[src/rtl/core/wgm_pkg.sv]
`timescale 1ns / 1ps

package wgm_pkg;

    localparam int PATTERN_MAX = 16;
    localparam int LEN_W       = 5;
    localparam int CFG_IDX_W   = 2;

    localparam logic [7:0] CH_ANY = 8'h3F;
    localparam logic [7:0] CH_RUN = 8'h2A;

    typedef enum logic [CFG_IDX_W-1:0] {
        CFG_PAT_LOW  = 2'd0,
        CFG_PAT_HIGH = 2'd1,
        CFG_PAT_LEN  = 2'd2
    } wgm_cfg_idx_t;

    // carried from cell i to cell i+1
    typedef struct packed {
        logic carry;
        logic fcarry;
        logic adv;
    } wgm_fwd_t;

    // carried from cell i+1 back to cell i
    typedef struct packed {
        logic star;
        logic any;
    } wgm_flags_t;

endpackage

[src/rtl/core/wgm_cell.sv]
`timescale 1ns / 1ps

module wgm_cell
    import wgm_pkg::*;
(
    input  logic       aclk,
    input  logic       aresetn,
    input  logic       start_i,
    input  logic [7:0] pat_byte_i,
    input  logic       en_i,
    input  logic       next_en_i,
    input  logic       at_end_i,
    input  logic [7:0] text_byte_i,
    input  logic       step_i,
    input  logic       advance_i,
    input  logic       finish_i,
    input  wgm_fwd_t   fwd_i,
    output wgm_fwd_t   fwd_o,
    input  wgm_flags_t nbr_flags_i,
    output wgm_flags_t flags_o,
    output logic       hit_o,
    output logic       bad_o
);

    logic live_reg, live_next;
    logic fin_reg, fin_next;
    logic is_star, is_any;
    logic clos, act, stay, nval, fclos;

    always_comb begin
        is_star = (pat_byte_i == CH_RUN);
        is_any  = (pat_byte_i == CH_ANY);
        clos    = live_reg | fwd_i.carry;
        act     = clos & en_i;
        stay    = act & is_star;

        fwd_o.carry  = stay;
        fwd_o.adv    = act & ~is_star & (is_any | (pat_byte_i == text_byte_i));
        fclos        = fin_reg | fwd_i.fcarry;
        fwd_o.fcarry = fclos & en_i & is_star;

        flags_o.star = is_star;
        flags_o.any  = is_any;
        hit_o        = fclos & at_end_i;
        bad_o        = next_en_i & is_star & (nbr_flags_i.star | nbr_flags_i.any);

        nval      = step_i ? (stay | fwd_i.adv) : live_reg;
        live_next = live_reg;
        fin_next  = fin_reg;
        if (advance_i) begin
            if (finish_i) begin
                fin_next  = nval;
                live_next = start_i;
            end else begin
                live_next = nval;
            end
        end
    end

    always_ff @(posedge aclk) begin
        if (!aresetn) begin
            live_reg <= start_i;
        end else begin
            live_reg <= live_next;
        end
    end

    always_ff @(posedge aclk) begin
        fin_reg <= fin_next;
    end

endmodule

[src/rtl/core/wildcard_glob_matcher_top.sv]
// A request carrying tlast sets pend_reg; the result is registered into m_tdata when the output
// is free. Throughput: one request per cycle while no result stalls; the live-position update
// runs combinationally across sixteen cells, including the ripple through '*' positions.
// Reset: pattern registers clear to zero, the live set holds only the start position,
// and no result is pending.
`timescale 1ns / 1ps

module wildcard_glob_matcher_top
    import wgm_pkg::*;
(
    input  logic                 aclk,
    input  logic                 aresetn,
    input  logic                 s_tvalid,
    output logic                 s_tready,
    input  logic [7:0]           s_tdata,   // [7:0] text_byte
    input  logic                 s_tuser,   // [0] byte_present
    input  logic                 s_tlast,   // last_byte
    output logic                 m_tvalid,
    input  logic                 m_tready,
    output logic [7:0]           m_tdata,   // [0] matched, [7:1] zero
    input  logic                 cfg_valid,
    output logic                 cfg_ready,
    input  logic [CFG_IDX_W-1:0] cfg_index,
    input  logic [63:0]          cfg_data
);

    logic [63:0]      pat_low_reg, pat_low_next;
    logic [63:0]      pat_high_reg, pat_high_next;
    logic [LEN_W-1:0] pat_len_reg, pat_len_next;
    logic [LEN_W-1:0] used_len;
    logic [127:0]     pattern;

    logic pend_reg, pend_next;
    logic m_valid_reg, m_valid_next;
    logic matched_reg, matched_next;
    logic live_end_reg, live_end_next;
    logic fin_end_reg, fin_end_next;

    logic accept, step, pend_move, fclos_end, ok;

    wgm_fwd_t   fwd   [PATTERN_MAX:0];
    wgm_flags_t flags [PATTERN_MAX:0];
    logic [PATTERN_MAX:0]   hits;
    logic [PATTERN_MAX-1:0] bads;

    assign cfg_ready = 1'b1;
    assign pattern   = {pat_high_reg, pat_low_reg};
    assign used_len  = (pat_len_reg > LEN_W'(PATTERN_MAX)) ? LEN_W'(PATTERN_MAX) : pat_len_reg;

    always_comb begin
        pat_low_next  = pat_low_reg;
        pat_high_next = pat_high_reg;
        pat_len_next  = pat_len_reg;
        if (cfg_valid) begin
            unique case (cfg_index)
                CFG_PAT_LOW:  pat_low_next  = cfg_data;
                CFG_PAT_HIGH: pat_high_next = cfg_data;
                CFG_PAT_LEN:  pat_len_next  = cfg_data[LEN_W-1:0];
                default: ;
            endcase
        end
    end

    always_ff @(posedge aclk) begin
        if (!aresetn) begin
            pat_low_reg  <= '0;
            pat_high_reg <= '0;
            pat_len_reg  <= '0;
        end else begin
            pat_low_reg  <= pat_low_next;
            pat_high_reg <= pat_high_next;
            pat_len_reg  <= pat_len_next;
        end
    end

    assign pend_move = pend_reg & (~m_valid_reg | m_tready);
    assign s_tready  = ~pend_reg | pend_move;
    assign accept    = s_tvalid & s_tready;
    assign step      = accept & s_tuser;

    assign fwd[0]             = '0;
    assign flags[PATTERN_MAX] = '0;

    genvar i;
    generate
        for (i = 0; i < PATTERN_MAX; i++) begin : g_cell
            wgm_cell u_cell (
                .aclk        (aclk),
                .aresetn     (aresetn),
                .start_i     (1'(i == 0)),
                .pat_byte_i  (pattern[8*i +: 8]),
                .en_i        (LEN_W'(i) < used_len),
                .next_en_i   (LEN_W'(i + 1) < used_len),
                .at_end_i    (LEN_W'(i) == used_len),
                .text_byte_i (s_tdata),
                .step_i      (step),
                .advance_i   (accept),
                .finish_i    (s_tlast),
                .fwd_i       (fwd[i]),
                .fwd_o       (fwd[i+1]),
                .nbr_flags_i (flags[i+1]),
                .flags_o     (flags[i]),
                .hit_o       (hits[i]),
                .bad_o       (bads[i])
            );
        end
    endgenerate

    // final position, beyond the last cell
    always_comb begin
        logic nval;
        nval          = step ? fwd[PATTERN_MAX].adv : live_end_reg;
        live_end_next = live_end_reg;
        fin_end_next  = fin_end_reg;
        if (accept) begin
            if (s_tlast) begin
                fin_end_next  = nval;
                live_end_next = 1'b0;
            end else begin
                live_end_next = nval;
            end
        end
    end

    assign fclos_end         = fin_end_reg | fwd[PATTERN_MAX].fcarry;
    assign hits[PATTERN_MAX] = fclos_end & (used_len == LEN_W'(PATTERN_MAX));
    assign ok                = (|hits) & ~(|bads);

    always_comb begin
        pend_next    = pend_reg;
        m_valid_next = m_valid_reg;
        matched_next = matched_reg;
        if (pend_move) begin
            pend_next    = 1'b0;
            m_valid_next = 1'b1;
            matched_next = ok;
        end else if (m_tready) begin
            m_valid_next = 1'b0;
        end
        if (accept && s_tlast) begin
            pend_next = 1'b1;
        end
    end

    always_ff @(posedge aclk) begin
        if (!aresetn) begin
            pend_reg     <= 1'b0;
            m_valid_reg  <= 1'b0;
            live_end_reg <= 1'b0;
        end else begin
            pend_reg     <= pend_next;
            m_valid_reg  <= m_valid_next;
            live_end_reg <= live_end_next;
        end
    end

    always_ff @(posedge aclk) begin
        matched_reg <= matched_next;
        fin_end_reg <= fin_end_next;
    end

    assign m_tvalid = m_valid_reg;
    assign m_tdata  = {7'd0, matched_reg};

endmodule
[config.mk]
export PLATFORM = sky130hd
export DESIGN_NAME = wildcard_glob_matcher_top
export DESIGN_NICKNAME = d
export VERILOG_FILES = /design/src/rtl/core/wgm_pkg.sv /design/src/rtl/core/wgm_cell.sv /design/src/rtl/core/wildcard_glob_matcher_top.sv
export SDC_FILE = /design/constraint.sdc
export NUM_CORES = 1
export LEC_CHECK = 0
export ABC_AREA = 1
export BUFFER_PORTS_ARGS = -buffer_cell sky130_fd_sc_hd__buf_2
export CAP_MARGIN = 20
export CORE_ASPECT_RATIO = 2
export CORE_UTILIZATION = 39
export CTS_BUF_LIST = sky130_fd_sc_hd__clkbuf_8
export CTS_CLUSTER_DIAMETER = 120
export CTS_CLUSTER_SIZE = 12
export DETAILED_ROUTE_END_ITERATION = 7
export PLACE_DENSITY = 0.6
export SYNTH_ARGS = -nofsm -noshare
export SYNTH_HDL_FRONTEND = slang
export SYNTH_SLANG_ARGS = --single-unit
[constraint.sdc]
create_clock -name aclk -period 3.9 [get_ports aclk]
set_input_delay 0.78 -clock aclk [delete_from_list [all_inputs] [get_ports aclk]]
set_output_delay 0.78 -clock aclk [all_outputs]
set_load 0.01 [all_outputs]
==> run summary <==
=================================================================================
Crit share post-route                                                       0.878
Remaining DRCs                                                                  9
Antenna violations before repair                                                0
Post-CTS Setup Bufs                                                             0
Outcome                                                              finished with violations
Number of instances in the placed design                                     1626
Count of instances resized after the clock tree is built                        0
Setup CP Type                                                             reg2reg
Total leakage power                                                       4.39 nW
Synth Warn #                                                                    0
Share of synthesized flip-flops with an asynchronous set or reset               0
Count of pins on the block boundary                                            92
Cell with the most instances after synthesis                               nor2_1
Vias per cell                                                                5.47
Area overhead of the layout relative to synthesis                           12.2%
Crit start category                                                     flip-flop
Avg Cell Area, Syn                                                      7.13 um^2
Worst-case hold path end point                                       g_cell[13].u_cell.live_reg
Hold path cells                                                                 2
Routed len/inst                                                           19.0 um
Class of the most critical hold timing path                               reg2reg
Reg2Reg Launch Point                                                 pat_len_reg[4]
Critical path required time                                               4320 ps
Final Non-Filler Cells                                                       1657
Worst-Margin Slew                                                         1030 ps
Post-route minimum period                                                 3420 ps
CTS tree                                                                      yes
Fin. max-slew vios                                                              0
Worst hold slack                                                           471 ps
Highest Clock Rate                                                      0.292 GHz
Mapped Cells                                                                 1301
Fraction of layout instances using a drive strength above 1                 0.147
Fillers                                                                      2482
Number of library cell types mapped by synthesis                               55
Violations in the final reports                                      design-rule violations
Starting density of the core                                                0.398
Number of DRC markers after the initial detailed-route iteration              546
Worst-path cell with the longest stage delay                              dfxtp_1
Cell types with the highest counts after synthesis                   nor2_1, dfxtp_1, nand2_1
Final Power                                                               3.90 mW
Via count                                                                    9070
Critical path buffer and inverter count                                         1
Vias in the first global route                                               8841
FF-to-FF path depth                                                            36
DIE WIDTH                                                                  111 um
Number of hold-repair buffers added at the cts stage                            0
Die footprint                                                          24400 um^2
Startpoint of the worst hold path                                    g_cell[13].u_cell.live_reg
Count of flip-flops with a built-in enable after synthesis                     18
N_diodes                                                                        0
Global Route Usage Sum                                                      0.263
Layout net count                                                             1443
Number of max-cap violations                                                    0
Tightest slew margin relative to the limit                                  0.299
Post-DP HPWL                                                             23900 um
First-pass DRT Iterations                                                       7
Biggest cell delay along the critical path                                 560 ps
Final clock skew                                                          13.0 ps
Setup-failing EPs final                                                         0
Die height                                                                 220 um
Flop2flop setup slack                                                      480 ps
Crit path capture type                                                  flip-flop
Total routed wirelength                                                  31500 um
Top cell type by total area after synthesis                               dfxtp_1
Pwr Density                                                           375 nW/um^2
Worst endpoint data arrival time                                          3850 ps
Total number of placement rows                                                 79
Clock buffers created by TritonCTS                                             17
Maximum number of pins on one net before global-route repair                   60
Top cells by area in the synthesized netlist                         dfxtp_1, nor2_1, o21ai_0
# port buffers                                                                 83
FF-to-FF End                                                         g_cell[15].u_cell.live_reg
Wire length of the first global-routing pass                             48500 um
Remaining antenna violation count after routing                                 0
Post-synthesis cell area                                                9280 um^2
Sequential-to-total area share from yosys stat                              0.386
GRT overflow                                                                    0
Aggregate negative setup slack                                               0 ps
H-tree Lvls                                                                     4
Clock transition at the registers of the reported paths                     80 ps
Commonest register cell after synthesis                                   dfxtp_1
Clk buf depth                                                                   2
Yosys reg bits                                                                170
Final core utilization                                                      0.446
Peak fanout along the critical path                                             9
Most Frequent Cell on Critical Path                                       nand2_2
TritonCTS Sinks                                                               170
Maximum ir drop on the vdd rail                                          0.225 mV
CP delay by family, top                                              simple AND/OR/NAND/NOR gates
Final hold vios                                                                 0
RSZ-0062 raised after global routing                                        false
CTS Root Cell                                                            clkbuf_8
Final weighted congestion of routability-driven global placement            0.979
Core outline area                                                      23300 um^2
Source-to-sink clock delay at the later pin of the worst-skew pair         490 ps
Proportion of netlist area held by the largest area contributor             0.328
Crit. path cell count                                                          36
=================================================================================
[area by class of cell]
cell class | instances | area [um^2] | area share
well taps | 283 | 354 | 0.0340
clock inverters | 14 | 205 | 0.0197
inverters | 141 | 529 | 0.0508
clock buffers | 17 | 234 | 0.0225
repair buffers | 109 | 623 | 0.0599
multi-input cells | 923 | 4880 | 0.469
flip-flops and latches | 170 | 3580 | 0.344
[routing by layer]
layer  GRT usage  up-vias  wire (um)
met4       0.173        0       1910
met2       0.494      285      16700
met5           0        -          0
li1            -     4433          -
met3      0.0421       96       1390
met1       0.270     4256      11500
[cells by family (layout without fill, tap and decap cells)]
kind of cell,after synthesis,after routing,share of synthesized area
compound gates,311,311,0.189
xor+xnor,85,85,0.0802
buf+inv,214,281,0.0912
flops,170,170,0.386
other cells,2,8,0.000809
simple gates,519,519,0.252
[how the worst max path moves through the flow]
stage                                       to  slack [ps]           start
floorplan            g_cell[15].u_cell.fin_reg        1080  pat_len_reg[4]
global placement    g_cell[15].u_cell.live_reg         550  pat_len_reg[4]
detailed placement  g_cell[15].u_cell.live_reg         480  pat_len_reg[4]
CTS                 g_cell[15].u_cell.live_reg         450  pat_len_reg[4]
global route        g_cell[15].u_cell.live_reg          70  pat_len_reg[4]
finish              g_cell[15].u_cell.live_reg         480  pat_len_reg[4]
[metrics by stage]
step / worst slack (ps) / cell area [um^2]
after floorplan: 1080 / 9300
after global placement: 547 / 9970
after detailed placement: 483 / 9970
after CTS: 453 / 10400
after global routing: 69.2 / 10400
final: 477 / 10400
[worst register-to-register path, delay by kind of cell, from the launching register on]
family          cells  cell delay (ps)
flops               1              560
compound gates      2              290
simple gates       33             2370
buf+inv             1              160
[power breakdown]
group	internal (mW)	leakage (nW)	switching [mW]
combinational	0.195	2.74	0.346
sequential	1.85	1.42	0.0800
clock	0.753	0.230	0.672
[placed cells by master (no fill, tap or decap), types with 4 or more instances in the layout]
cell type  count
a41oi_1        6
o21ai_0      144
o22ai_1       15
or2_2         10
nand3_1       26
clkbuf_8      17
edfxtp_1      18
nor2_1       213
nor2_2         4
buf_4         25
a22oi_1       12
buf_2         83
nand2_1      147
xor2_1        42
a221oi_1       5
nand2_2       28
nor4_1        27
conb_1         8
bufinv_16      5
inv_2          7
dfxtp_1      152
inv_1        134
a21oi_1       95
o41ai_1        4
nor3_1        16
xnor2_1       43
a31oi_1        5
nand4_1       31
No activity file was read; power rests on OpenSTA's default activity.
